File: src/design/pee_pkg.sv
`timescale 1ns / 1ps
// ----------------------------------------------------------------------------
// Postfix evaluator package
// Shared types, codes and sizes of the postfix expression evaluator.
// ----------------------------------------------------------------------------
package pee_pkg;

  localparam int STACK_DEPTH = 64;
  localparam int ADDR_W      = $clog2(STACK_DEPTH);
  localparam int CNT_W       = $clog2(STACK_DEPTH + 1);

  localparam logic [2:0] ST_OK       = 3'd0;
  localparam logic [2:0] ST_UNDERFLOW = 3'd1;
  localparam logic [2:0] ST_DIVZERO  = 3'd2;
  localparam logic [2:0] ST_BADEXP   = 3'd3;
  localparam logic [2:0] ST_BADTOKEN = 3'd4;
  localparam logic [2:0] ST_EMPTY    = 3'd5;
  localparam logic [2:0] ST_EXTRA    = 3'd6;
  localparam logic [2:0] ST_OVERFLOW = 3'd7;

  localparam logic [7:0] CH_0     = 8'h30;
  localparam logic [7:0] CH_9     = 8'h39;
  localparam logic [7:0] CH_PLUS  = 8'h2B;
  localparam logic [7:0] CH_MINUS = 8'h2D;
  localparam logic [7:0] CH_STAR  = 8'h2A;
  localparam logic [7:0] CH_SLASH = 8'h2F;
  localparam logic [7:0] CH_CARET = 8'h5E;
  localparam logic [7:0] CH_SPACE = 8'h20;
  localparam logic [7:0] CH_TAB   = 8'h09;
  localparam logic [7:0] CH_NL    = 8'h0A;

  localparam logic [1:0] OP_MUL = 2'd0;
  localparam logic [1:0] OP_DIV = 2'd1;
  localparam logic [1:0] OP_POW = 2'd2;

  typedef struct packed {
    logic       mode;
    logic [7:0] symbol;
  } in_t;

  typedef struct packed {
    logic signed [31:0] value;
    logic [2:0]         status;
  } out_t;

  typedef struct packed {
    logic        start;
    logic [1:0]  op;
    logic [31:0] a;
    logic [31:0] b;
  } mdu_req_t;

endpackage

File: src/design/pee_ram.sv
`timescale 1ns / 1ps
// ----------------------------------------------------------------------------
// Generic RAM
// One write port and one read port with registered read data.
// ----------------------------------------------------------------------------
module pee_ram #(
  parameter int WIDTH = 32,
  parameter int DEPTH = 64
) (
  input  logic                     clk,
  input  logic                     we,
  input  logic [$clog2(DEPTH)-1:0] waddr,
  input  logic [WIDTH-1:0]         wdata,
  input  logic [$clog2(DEPTH)-1:0] raddr,
  output logic [WIDTH-1:0]         rdata
);

  logic [WIDTH-1:0] mem [DEPTH];

  always_ff @(posedge clk) begin
    if (we) begin
      mem[waddr] <= wdata;
    end
    rdata <= mem[raddr];
  end

endmodule

File: src/design/pee_mdu.sv
`timescale 1ns / 1ps
// ----------------------------------------------------------------------------
// Multiply, divide and power unit
// One 32-bit multiplier and one restoring divider step, used iteratively.
// ----------------------------------------------------------------------------
module pee_mdu (
  input  logic              clk,
  input  logic              rst_n,
  input  pee_pkg::mdu_req_t req,
  output logic              done,
  output logic [31:0]       result
);

  import pee_pkg::*;

  localparam logic [2:0] M_IDLE = 3'd0;
  localparam logic [2:0] M_MUL  = 3'd1;
  localparam logic [2:0] M_DIV  = 3'd2;
  localparam logic [2:0] M_POW  = 3'd3;
  localparam logic [2:0] M_FIX  = 3'd4;

  logic [2:0]  mst_r, mst_nxt;
  logic [31:0] acc_r, acc_nxt;
  logic [31:0] base_r, base_nxt;
  logic [31:0] exp_r, exp_nxt;
  logic [31:0] rem_r, rem_nxt;
  logic [31:0] quo_r, quo_nxt;
  logic [31:0] dvs_r, dvs_nxt;
  logic        neg_r, neg_nxt;
  logic [4:0]  cnt_r, cnt_nxt;
  logic        phase_r, phase_nxt;
  logic        done_r, done_nxt;
  logic [31:0] res_r, res_nxt;
  logic [31:0] mul_lhs;
  logic [31:0] prod;
  logic [32:0] shifted;
  logic [32:0] trial;

  assign mul_lhs = (mst_r == M_POW && phase_r) ? base_r : acc_r;
  assign prod    = mul_lhs * base_r;
  assign shifted = {rem_r, quo_r[31]};
  assign trial   = shifted - {1'b0, dvs_r};

  always_comb begin
    mst_nxt   = mst_r;
    acc_nxt   = acc_r;
    base_nxt  = base_r;
    exp_nxt   = exp_r;
    rem_nxt   = rem_r;
    quo_nxt   = quo_r;
    dvs_nxt   = dvs_r;
    neg_nxt   = neg_r;
    cnt_nxt   = cnt_r;
    phase_nxt = phase_r;
    done_nxt  = 1'b0;
    res_nxt   = res_r;
    case (mst_r)
      M_IDLE: begin
        if (req.start) begin
          case (req.op)
            OP_MUL: begin
              acc_nxt  = req.a;
              base_nxt = req.b;
              mst_nxt  = M_MUL;
            end
            OP_DIV: begin
              quo_nxt = req.a[31] ? 32'd0 - req.a : req.a;
              dvs_nxt = req.b[31] ? 32'd0 - req.b : req.b;
              rem_nxt = '0;
              neg_nxt = req.a[31] ^ req.b[31];
              cnt_nxt = '0;
              mst_nxt = M_DIV;
            end
            default: begin
              acc_nxt   = 32'd1;
              base_nxt  = req.a;
              exp_nxt   = req.b;
              phase_nxt = 1'b0;
              mst_nxt   = M_POW;
            end
          endcase
        end
      end
      M_MUL: begin
        res_nxt  = prod;
        done_nxt = 1'b1;
        mst_nxt  = M_IDLE;
      end
      M_DIV: begin
        if (!trial[32]) begin
          rem_nxt = trial[31:0];
          quo_nxt = {quo_r[30:0], 1'b1};
        end else begin
          rem_nxt = shifted[31:0];
          quo_nxt = {quo_r[30:0], 1'b0};
        end
        cnt_nxt = cnt_r + 5'd1;
        if (cnt_r == 5'd31) begin
          mst_nxt = M_FIX;
        end
      end
      M_FIX: begin
        res_nxt  = neg_r ? 32'd0 - quo_r : quo_r;
        done_nxt = 1'b1;
        mst_nxt  = M_IDLE;
      end
      M_POW: begin
        if (exp_r == 32'd0) begin
          res_nxt  = acc_r;
          done_nxt = 1'b1;
          mst_nxt  = M_IDLE;
        end else if (!phase_r) begin
          if (exp_r[0]) begin
            acc_nxt = prod;
          end
          phase_nxt = 1'b1;
        end else begin
          base_nxt  = prod;
          exp_nxt   = {1'b0, exp_r[31:1]};
          phase_nxt = 1'b0;
        end
      end
      default: begin
        mst_nxt = M_IDLE;
      end
    endcase
  end

  always_ff @(posedge clk) begin
    if (!rst_n) begin
      mst_r  <= M_IDLE;
      done_r <= 1'b0;
    end else begin
      mst_r  <= mst_nxt;
      done_r <= done_nxt;
    end
    acc_r   <= acc_nxt;
    base_r  <= base_nxt;
    exp_r   <= exp_nxt;
    rem_r   <= rem_nxt;
    quo_r   <= quo_nxt;
    dvs_r   <= dvs_nxt;
    neg_r   <= neg_nxt;
    cnt_r   <= cnt_nxt;
    phase_r <= phase_nxt;
    res_r   <= res_nxt;
  end

  assign done   = done_r;
  assign result = res_r;

endmodule

File: src/design/postfix_expression_evaluator.sv
`timescale 1ns / 1ps
// Digits, spaces, tabs and newlines stay in S_IDLE; an end transfer passes S_END
// and S_END2 before its result is registered. + and - pass S_OP, S_RD1 and S_RD2;
// *, / and ^ also wait in S_RUN (one quotient bit per cycle in the divider, two
// multiplier passes per exponent bit). The input is not ready while an item works.
// Reset clears the sequencer, the stack count, the number and the error state.
// ----------------------------------------------------------------------------
// Postfix expression evaluator
// Evaluates an RPN expression one character at a time over an operand stack.
// ----------------------------------------------------------------------------
module postfix_expression_evaluator (
  input  logic          clk,
  input  logic          rst_n,
  input  logic          in_valid,
  output logic          in_ready,
  input  pee_pkg::in_t  in_data,
  output logic          out_valid,
  input  logic          out_ready,
  output pee_pkg::out_t out_data
);

  import pee_pkg::*;

  localparam logic [2:0] S_IDLE = 3'd0;
  localparam logic [2:0] S_OP   = 3'd1;
  localparam logic [2:0] S_RD1  = 3'd2;
  localparam logic [2:0] S_RD2  = 3'd3;
  localparam logic [2:0] S_RUN  = 3'd4;
  localparam logic [2:0] S_END  = 3'd5;
  localparam logic [2:0] S_END2 = 3'd6;

  logic [2:0]       st_r, st_nxt;
  logic [CNT_W-1:0] cnt_r, cnt_nxt;
  logic [31:0]      acc_r, acc_nxt;
  logic             rd_r, rd_nxt;
  logic [2:0]       err_r, err_nxt;
  logic [7:0]       opc_r, opc_nxt;
  logic [31:0]      rgt_r, rgt_nxt;
  logic             out_valid_r, out_valid_nxt;
  out_t             out_r, out_nxt;

  logic              we;
  logic [ADDR_W-1:0] waddr;
  logic [31:0]       wdata;
  logic [ADDR_W-1:0] raddr;
  logic [31:0]       rdata;
  mdu_req_t          req;
  logic              mdu_done;
  logic [31:0]       mdu_res;

  logic [CNT_W-1:0] cnt_m1;
  logic [CNT_W-1:0] cnt_m2;
  logic [31:0]      acc10;
  logic             full;
  logic [7:0]       digit;

  assign cnt_m1 = cnt_r - CNT_W'(1);
  assign cnt_m2 = cnt_r - CNT_W'(2);
  assign full   = (cnt_r >= CNT_W'(STACK_DEPTH));
  assign digit  = in_data.symbol - CH_0;
  assign acc10  = (acc_r << 3) + (acc_r << 1) + {24'd0, digit};

  assign in_ready = (st_r == S_IDLE) && (!out_valid_r || out_ready);

  always_comb begin
    st_nxt        = st_r;
    cnt_nxt       = cnt_r;
    acc_nxt       = acc_r;
    rd_nxt        = rd_r;
    err_nxt       = err_r;
    opc_nxt       = opc_r;
    rgt_nxt       = rgt_r;
    out_nxt       = out_r;
    out_valid_nxt = out_valid_r && !out_ready;
    we            = 1'b0;
    waddr         = cnt_r[ADDR_W-1:0];
    wdata         = acc_r;
    raddr         = '0;
    req           = '0;
    case (st_r)
      S_IDLE: begin
        if (in_valid && in_ready) begin
          if (in_data.mode) begin
            if (err_r == ST_OK && rd_r) begin
              if (full) begin
                err_nxt = ST_OVERFLOW;
              end else begin
                we      = 1'b1;
                cnt_nxt = cnt_r + CNT_W'(1);
              end
            end
            st_nxt = S_END;
          end else if (err_r == ST_OK) begin
            if (in_data.symbol inside {[CH_0:CH_9]}) begin
              acc_nxt = acc10;
              rd_nxt  = 1'b1;
            end else if (in_data.symbol inside {CH_SPACE, CH_TAB, CH_PLUS, CH_MINUS,
                                                CH_STAR, CH_SLASH, CH_CARET}) begin
              if (rd_r) begin
                if (full) begin
                  err_nxt = ST_OVERFLOW;
                end else begin
                  we      = 1'b1;
                  cnt_nxt = cnt_r + CNT_W'(1);
                end
              end
              acc_nxt = '0;
              rd_nxt  = 1'b0;
              if (!(in_data.symbol inside {CH_SPACE, CH_TAB})) begin
                opc_nxt = in_data.symbol;
                st_nxt  = S_OP;
              end
            end else if (in_data.symbol != CH_NL) begin
              err_nxt = ST_BADTOKEN;
            end
          end
        end
      end
      S_OP: begin
        if (err_r != ST_OK) begin
          st_nxt = S_IDLE;
        end else if (cnt_r < CNT_W'(2)) begin
          err_nxt = ST_UNDERFLOW;
          st_nxt  = S_IDLE;
        end else begin
          raddr  = cnt_m1[ADDR_W-1:0];
          st_nxt = S_RD1;
        end
      end
      S_RD1: begin
        raddr   = cnt_m2[ADDR_W-1:0];
        rgt_nxt = rdata;
        st_nxt  = S_RD2;
      end
      S_RD2: begin
        cnt_nxt = cnt_m2;
        waddr   = cnt_m2[ADDR_W-1:0];
        req.a   = rdata;
        req.b   = rgt_r;
        st_nxt  = S_IDLE;
        case (opc_r)
          CH_PLUS: begin
            we      = 1'b1;
            wdata   = rdata + rgt_r;
            cnt_nxt = cnt_m1;
          end
          CH_MINUS: begin
            we      = 1'b1;
            wdata   = rdata - rgt_r;
            cnt_nxt = cnt_m1;
          end
          CH_STAR: begin
            req.start = 1'b1;
            req.op    = OP_MUL;
            st_nxt    = S_RUN;
          end
          CH_SLASH: begin
            if (rgt_r == 32'd0) begin
              err_nxt = ST_DIVZERO;
            end else begin
              req.start = 1'b1;
              req.op    = OP_DIV;
              st_nxt    = S_RUN;
            end
          end
          default: begin
            if (rgt_r[31]) begin
              err_nxt = ST_BADEXP;
            end else begin
              req.start = 1'b1;
              req.op    = OP_POW;
              st_nxt    = S_RUN;
            end
          end
        endcase
      end
      S_RUN: begin
        if (mdu_done) begin
          if (full) begin
            err_nxt = ST_OVERFLOW;
          end else begin
            we      = 1'b1;
            wdata   = mdu_res;
            cnt_nxt = cnt_r + CNT_W'(1);
          end
          st_nxt = S_IDLE;
        end
      end
      S_END: begin
        raddr  = '0;
        st_nxt = S_END2;
      end
      S_END2: begin
        out_nxt.value = '0;
        if (err_r != ST_OK) begin
          out_nxt.status = err_r;
        end else if (cnt_r == '0) begin
          out_nxt.status = ST_EMPTY;
        end else if (cnt_r > CNT_W'(1)) begin
          out_nxt.status = ST_EXTRA;
        end else begin
          out_nxt.status = ST_OK;
          out_nxt.value  = rdata;
        end
        out_valid_nxt = 1'b1;
        cnt_nxt       = '0;
        acc_nxt       = '0;
        rd_nxt        = 1'b0;
        err_nxt       = ST_OK;
        st_nxt        = S_IDLE;
      end
      default: begin
        st_nxt = S_IDLE;
      end
    endcase
  end

  always_ff @(posedge clk) begin
    if (!rst_n) begin
      st_r        <= S_IDLE;
      cnt_r       <= '0;
      acc_r       <= '0;
      rd_r        <= 1'b0;
      err_r       <= ST_OK;
      out_valid_r <= 1'b0;
    end else begin
      st_r        <= st_nxt;
      cnt_r       <= cnt_nxt;
      acc_r       <= acc_nxt;
      rd_r        <= rd_nxt;
      err_r       <= err_nxt;
      out_valid_r <= out_valid_nxt;
    end
    opc_r <= opc_nxt;
    rgt_r <= rgt_nxt;
    out_r <= out_nxt;
  end

  pee_ram #(
    .WIDTH(32),
    .DEPTH(STACK_DEPTH)
  ) u_stack (
    .clk  (clk),
    .we   (we),
    .waddr(waddr),
    .wdata(wdata),
    .raddr(raddr),
    .rdata(rdata)
  );

  pee_mdu u_mdu (
    .clk   (clk),
    .rst_n (rst_n),
    .req   (req),
    .done  (mdu_done),
    .result(mdu_res)
  );

  assign out_valid = out_valid_r;
  assign out_data  = out_r;

endmodule
File: config.mk
export PLATFORM = sky130hd
export DESIGN_NAME = postfix_expression_evaluator
export DESIGN_NICKNAME = d
export VERILOG_FILES = /design/src/design/pee_pkg.sv /design/src/design/pee_ram.sv /design/src/design/pee_mdu.sv /design/src/design/postfix_expression_evaluator.sv
export SDC_FILE = /design/constraint.sdc
export NUM_CORES = 2
export LEC_CHECK = 0
export BUFFER_PORTS_ARGS = -buffer_cell sky130_fd_sc_hd__buf_2
export CAP_MARGIN = 0
export CORE_MARGIN = 2
export CORE_UTILIZATION = 55
export CTS_CLUSTER_DIAMETER = 40
export CTS_CLUSTER_SIZE = 10
export DETAILED_ROUTE_END_ITERATION = 12
export PLACE_DENSITY = 0.69
export SLEW_MARGIN = 30
export SYNTH_ARGS = -nofsm -noshare
export SYNTH_HDL_FRONTEND = slang
export SYNTH_HIERARCHICAL = 1
export SYNTH_SLANG_ARGS = --single-unit
File: constraint.sdc
create_clock -name clk -period 9 [get_ports clk]
set_input_delay 1.8 -clock clk [delete_from_list [all_inputs] [get_ports clk]]
set_output_delay 1.8 -clock clk [all_outputs]
set_load 0.01 [all_outputs]
=== Word-level counts from Yosys, hierarchy flattened ===
Memories as Yosys holds them, arrays and structs flattened. A register that Yosys moved wholly into a read port is not among the register bits.
Index checks and enable logic that the tools add are counted.

* Flip-flop bits (word level): 357
* Memory bits (writable): 2,048
* Output and inout bits: 37
* Logic and storage cells: 268
* Memories: 1

{| class="wikitable"
|+ Memory list
! name !! depth !! width !! read ports !! clocked after memory_dff !! wr ports !! RTL line !! text
|-
| u_stack.mem || 64 || 32 || 1 || 1 || 1 || pee_ram.sv:18 || <nowiki>logic [WIDTH-1:0] mem [DEPTH];</nowiki>
|}

* $add $sub $neg: 13
* $mul: 1
* Order comparisons: 5
* Eq/ne operators: 52
* Muxes and demuxes: 126
* Bitwise operators: 4
* Reduce and logical (&&, ||, !) cells: 43

{| class="wikitable"
|+ Operators with widths
! cell !! number
|-
| 32-bit two-way mux || 27
|-
| 32-bit case mux with 2 select lines || 10
|-
| 32-bit case mux with 3 select lines || 1
|-
| 1-bit by 32-bit subtractor with 32-bit output (first input constant) || 3
|-
| 3-bit two-way mux || 31
|-
| 8-bit by 6-bit equality test with 1-bit output (second input constant) || 9
|-
| 7-bit two-way mux || 10
|-
| 67-bit two-way mux || 1
|-
| 32-bit adder || 2
|-
| 32-bit zero test || 2
|-
| 33-bit by 32-bit subtractor with 33-bit output || 1
|-
| 32-bit by 8-bit adder with 32-bit output || 1
|-
| 32-bit by 32-bit multiplier with 32-bit output || 1
|-
| 32-bit subtractor || 1
|-
| 31-bit two-way mux || 1
|-
| 7-bit case mux with 4 select lines || 1
|-
| 3-bit case mux with 3 select lines || 3
|-
| 1-bit two-way mux || 24
|-
| 2-bit != test (second input constant) || 11
|-
| 6-bit two-way mux || 3
|-
| 3-bit case mux with 6 select lines || 1
|-
| 3-bit != test (second input constant) || 5
|-
| 3-bit case mux with 5 select lines || 1
|-
| 5-bit AND reduction || 3
|-
| other kinds (53) || 91
|}

=== Longest topological paths before layout ===
* Depth in word-level cells: 11
* Mapped depth: 38

=== By module ===
Netlist, hierarchy kept.

{| class="wikitable"
|+ Modules (own cells, without submodules)
! module !! times used !! cells each !! area an instance (um2) !! seq. area each (um2)
|-
| pee_ram || 1 || 3,511 || 79,039.6 || 62,139.6
|-
| pee_mdu || 1 || 3,236 || 30,231.5 || 7,016.7
|-
| postfix_expression_evaluator || 1 || 1,245 || 10,550.1 || 3,193.1
|}

=== Least setup slack after synthesis ===
No wires, ideal clock.

* Path type: flip-flop to flip-flop
* From: reg u_mdu.mst_r[0]
* To: reg u_mdu.res_r[31] (netlist: u_mdu/result[31]) (data pin)
* Data arrival time: 8.494 ns
* Data required time: 8.739 ns
* Slack: 0.245 ns
* Stages on the path, launching flop included: 33
* Path buffers: 8
* Period minus slack after synthesis: 8.755 ns
* Cell sequence: dfxtp_1 -> buf_2 -> and4b_1 -> buf_6 -> buf_2 -> buf_1 -> clkbuf_1 -> buf_1 -> clkbuf_1 -> o21ai_0 -> fa_1 -> inv_1 -> fa_1 -> fa_1 -> inv_1 -> fa_1 -> inv_1 -> fa_1 -> fa_1 -> fa_1 -> inv_1 -> fa_1 -> inv_1 -> ha_1 -> clkbuf_1 -> o21a_1 -> a2111oi_0 -> o31ai_1 -> a21oi_1 -> a311oi_1 -> a31oi_1 -> xnor2_1 -> a221o_1

* Word-level cells in the longest chain between the ends: 5

{| class="wikitable"
|+ RTL lines
! what !! RTL line !! text
|-
| from (decl) || pee_mdu.sv:22 || <nowiki>logic [2:0] mst_r, mst_nxt;</nowiki>
|-
| from (signal assigned) || pee_mdu.sv:134 || <nowiki>mst_r <= mst_nxt;</nowiki>
|-
| 3-bit by 2-bit equality test with 1-bit output || pee_mdu.sv:39, pee_mdu.sv:57 ||
|-
| 1-bit logical AND || pee_mdu.sv:39 || <nowiki>assign mul_lhs = (mst_r == M_POW && phase_r) ? base_r : acc_r;</nowiki>
|-
| 32-bit two-way mux || pee_mdu.sv:39 ||
|-
| 32-bit by 32-bit multiplier with 32-bit output || pee_mdu.sv:40 || <nowiki>assign prod = mul_lhs * base_r;</nowiki>
|-
| 32-bit case mux with 3 select lines * || pee_mdu.sv:57 || <nowiki>case (mst_r)</nowiki>
|-
| via u_mdu.res_nxt[31] || pee_mdu.sv:33 || <nowiki>logic [31:0] res_r, res_nxt;</nowiki>
|-
| to (signal assigned) || pee_mdu.sv:146 || <nowiki>res_r <= res_nxt;</nowiki>
|-
| to (decl) || pee_mdu.sv:33 ||
|}

The timed path passes the listed nets; every way through them passes the cells marked *.
A chain may end at the register's enable or synchronous reset.

=== Worst setup path after layout ===
* From: reg u_mdu.mst_r[0]
* To: reg u_mdu.res_r[22] (netlist: u_mdu/result[22]) (data pin)

The elaborated chain is that of the path after synthesis.

==> impl_results.md <==
* Worst reg2reg path endpoint: u_mdu/result[22]
* Async SR Flop Fraction at 0%
* Final Power at 24.78 mW
* Port Buffers at 49
* Width of the chip at ~470 um
* Total gr overflow at 0
* Synth top area share at between 50 and 60%
* Drt drc at 0
* Status: complete, no violations
* Fmax at 115.3 MHz
* Post-DP HPWL at 221.5 mm
* # rows at 171
* Mapped Area at ~0.12 sq mm
* Switching fraction of total power at 19.54%
* Placed cell area at 0.1247 sq mm
* P_int at 19.94 mW
* Die area at ~0.22 sq mm
* HP Start: err_r[2]
* Final ANT Viol Nets at 0
* Slew margin rel. at 27.68%
* WS Path Type: reg -> reg
* R2R Path Start: u_mdu/mst_r[0]
* Final core utilization at 62.17%
* Flop pwr share at 49.6%
* Pleak at 47.65 nW
* Avg Cell Area, Syn at 14.99 sq um
* Maximum VDD drop at 0.2377 mV
* RSZ-0062 raised after global routing: no
* Fillers at around 16000
* Register area share after synthesis at 60.38%
* FF-to-FF setup slack at approximately 0.33 ns
* Hold violation count in the final report at 0
* DIE HEIGHT at 470.8 um
* Worst hold slack at 0.5253 ns
* Reg clk slew, reported paths at about 0.050 ns
* Clock power frac at 49.2%
* Sink Count at around 2400
* Synthesis-stage register bit count at 2437
* Slew Limit Fails at 0
* GP Congestion at 0.9850
* Period utilization at 96.35%
* Pwr Density at 183.8 mW/mm^2
* Vias at 72550
* Vias in the first global route at 73080
* Worst-path fanout max at 31
* Number of synthesized flops with an enable pin at between 2000 and 2500
* Pre-CTS setup slack at 0.2711 ns
* Critical path data required time at around 9.6 ns
* Starting Density at roughly 55%
* Post-Synthesis Cells at around 8000
* Post-Place Cells at 10740
* First-pass GRT wire length at around 500 mm
* Routed vias/inst at 6.451
* Synth warn at 6
* Hold Path End: err_r[2]
* CP arrival at 9.29 ns
* WL per Instance at a little over 30 um
* Final Cell Area at 0.1349 sq mm
* Logic pwr share at 1.2%
* Num ports at 50
* Num CTS Buffers at ~340
* Crit. End Element: flop
* Clock Path Buffers at 4
* Total global-route track usage at a little under a third
* Crit path time final at about 8.7 ns
* Initial drt markers at 8936
* Final setup viols at 0
* TNS Setup at 0 ns
* Final WL at 344.6 mm
* Top FF cell, synth: edfxtp_1
* Top cells by area, synth: edfxtp_1, mux4_2, fa_1
* Later-pin clock latency in the skew report at 0.98 ns
* Worst slew pin tran at 1.078 ns
* P_sw at 4.844 mW
* Clk_skew at approximately 0.091 ns
* CTS HTree Levels at 5
* Cell variety after synth at 96
* Post-Syn Nets at 8677
* Synth area leader: edfxtp_1
* Final Non-Filler Cells at between 10000 and 15000
* First drt pass iteration count at 9
* Largest net degree at the start of global routing at 103
* Initial antenna violation count at 19
* Startpoint Class: flop
* Crit-path slowest cell: o21ai_0
* Nets at 8910
* Hold depth at 2
* Hold crit path type: reg -> reg
* Worst setup margin at 0.3282 ns
* Most common cell type on the critical path: fa_1
* Reg2Reg Depth at 32
* Max-Cap Viols at 0
* Crit-path max cell delay at 0.59 ns
* Synth-to-Final Area Change at 12.56%
* CTS Root Cell: clkbuf_16
* Layout cells sized above 1 at 16.67%
* CTS tree: yes
* Core area at 0.2170 sq mm
## final cells by class
| class | count | area (sq um) | share of cell area [%] |
|---|---|---|---|
| clock inverters | 91 | 1027 | 0.7616 |
| flip-flops and latches | 2437 | 72350 | 53.64 |
| repair buffers | 326 | 2576 | 1.910 |
| clock buffers | 410 | 9025 | 6.691 |
| well taps | 2854 | 3571 | 2.648 |
| inverters | 545 | 2046 | 1.517 |
| multi-input cells | 4579 | 44270 | 32.82 |
| diodes | 5 | 12.51 | 0.009277 |
## state kept, by name (all words and copies together), names as in the netlist, 7 cells and up
| register | flops |
|---|---|
| u_stack/mem | 2048 |
| u_mdu/exp_r | 32 |
| opc_r | 8 |
| u_mdu/dvs_r | 32 |
| u_stack/rdata | 32 |
| acc_r | 32 |
| rgt_r | 32 |
| u_mdu/result | 32 |
| u_mdu/base_r | 32 |
| cnt_r | 7 |
| u_mdu/quo_r | 32 |
| out_data | 35 |
| u_mdu/rem_r | 32 |
| u_mdu/acc_r | 32 |
## placed cells by master (no fill, tap or decap), types with 39 or more instances in the layout
| cell | n |
|---|---|
| inv_1 | 544 |
| a22oi_1 | 182 |
| o22ai_1 | 47 |
| xor2_1 | 125 |
| buf_4 | 255 |
| clkbuf_16 | 351 |
| and3_1 | 88 |
| nor2_4 | 66 |
| a211oi_1 | 54 |
| a21oi_1 | 176 |
| buf_2 | 49 |
| a31oi_1 | 47 |
| fa_1 | 416 |
| a21o_1 | 57 |
| o21ai_0 | 250 |
| edfxtp_1 | 2354 |
| and2_1 | 347 |
| dfxtp_1 | 82 |
| mux4_2 | 446 |
| nor3_1 | 42 |
| nand3_1 | 152 |
| nand2b_1 | 43 |
| nor2_1 | 174 |
| nand2_1 | 611 |
| nor2b_1 | 46 |
| mux2i_1 | 234 |
| o31ai_1 | 66 |
| ha_1 | 256 |
| xnor2_1 | 143 |
| o21a_1 | 39 |
| clkbuf_1 | 57 |
## metal layers
| metal | global-route usage (%) | wire (um) | up-vias |
|---|---|---|---|
| met1 | 40.56 | 126400 | 37390 |
| met4 | 14.83 | 18850 | 14 |
| met2 | 50.88 | 166400 | 3908 |
| met3 | 5.896 | 32850 | 758 |
| li1 | - | - | 30480 |
| met5 | 0 | 134 | - |
## worst max-delay path by stage
| stage | slack, ns | to | cells after the start | from |
|---|---|---|---|---|
| 5_1_grt | 0.03 | u_mdu/base_r[30] | 29 | u_mdu/phase_r |
| 4_1_cts | 0.23 | u_mdu/result[31] | 28 | u_mdu/phase_r |
| 3_3_place_gp | 0.30 | u_mdu/result[31] | 29 | u_mdu/phase_r |
| 3_5_place_dp | 0.27 | u_mdu/result[31] | 28 | u_mdu/phase_r |
| 2_1_floorplan | 0.24 | u_mdu/result[31] | 32 | u_mdu/mst_r[0] |
| 6_report | 0.33 | u_mdu/result[22] | 32 | u_mdu/mst_r[0] |
## critical path: cells and delay by family (launching register included)
family / cells / cell delay, ns
AOI/OAI and AO/OA: 6 / 1.28
xor gates and xnor gates: 1 / 0.16
and+or+nand+nor: 7 / 1.25
adders and majority gates: 9 / 4.04
DFF: 1 / 0.33
buffers and inverters: 9 / 1.24
## synth_stat cells (all sizes together) (88+ instances only)
cell type  number
edfxtp       2354
nand2         617
nand3         152
inv           544
clkbuf        273
buf           158
a21oi         180
mux2i         234
mux4          446
o21ai         282
and3           88
and2          349
a22oi         182
nor2          247
xnor2         143
fa            416
ha            256
xor2          125
## power groups by stage
| stage | clock [mW] | combinational, mW | sequential [mW] |
|---|---|---|---|
| finish | 12.2 | 0.301 | 12.3 |
| detailed placement | 0 | 0.291 | 12.5 |
| global route | 12.7 | 0.324 | 12.3 |
| global placement | 0 | 0.287 | 12.5 |
| floorplan | 0 | 0.172 | 12.5 |
| CTS | 12.3 | 0.294 | 12.3 |
## cells by family after synthesis
| logic type | synth area share [%] |
|---|---|
| flops | 60.38 |
| xor+xnor | 2.072 |
| compound gates | 6.692 |
| fa+ha+maj | 9.624 |
| mux | 10.42 |
| buf+inv | 3.509 |
| simple gates | 7.300 |
## timing repair
| action | in CTS | in global routing |
|---|---|---|
| endpoints found under the setup margin | 0 | 17 |
| hold buffers | 0 | 0 |
| hold endpoints to repair | 0 | 0 |
| setup buffers | 0 | 1 |
| resized for setup | 0 | 4 |
Power figures use the tool's default switching activity.
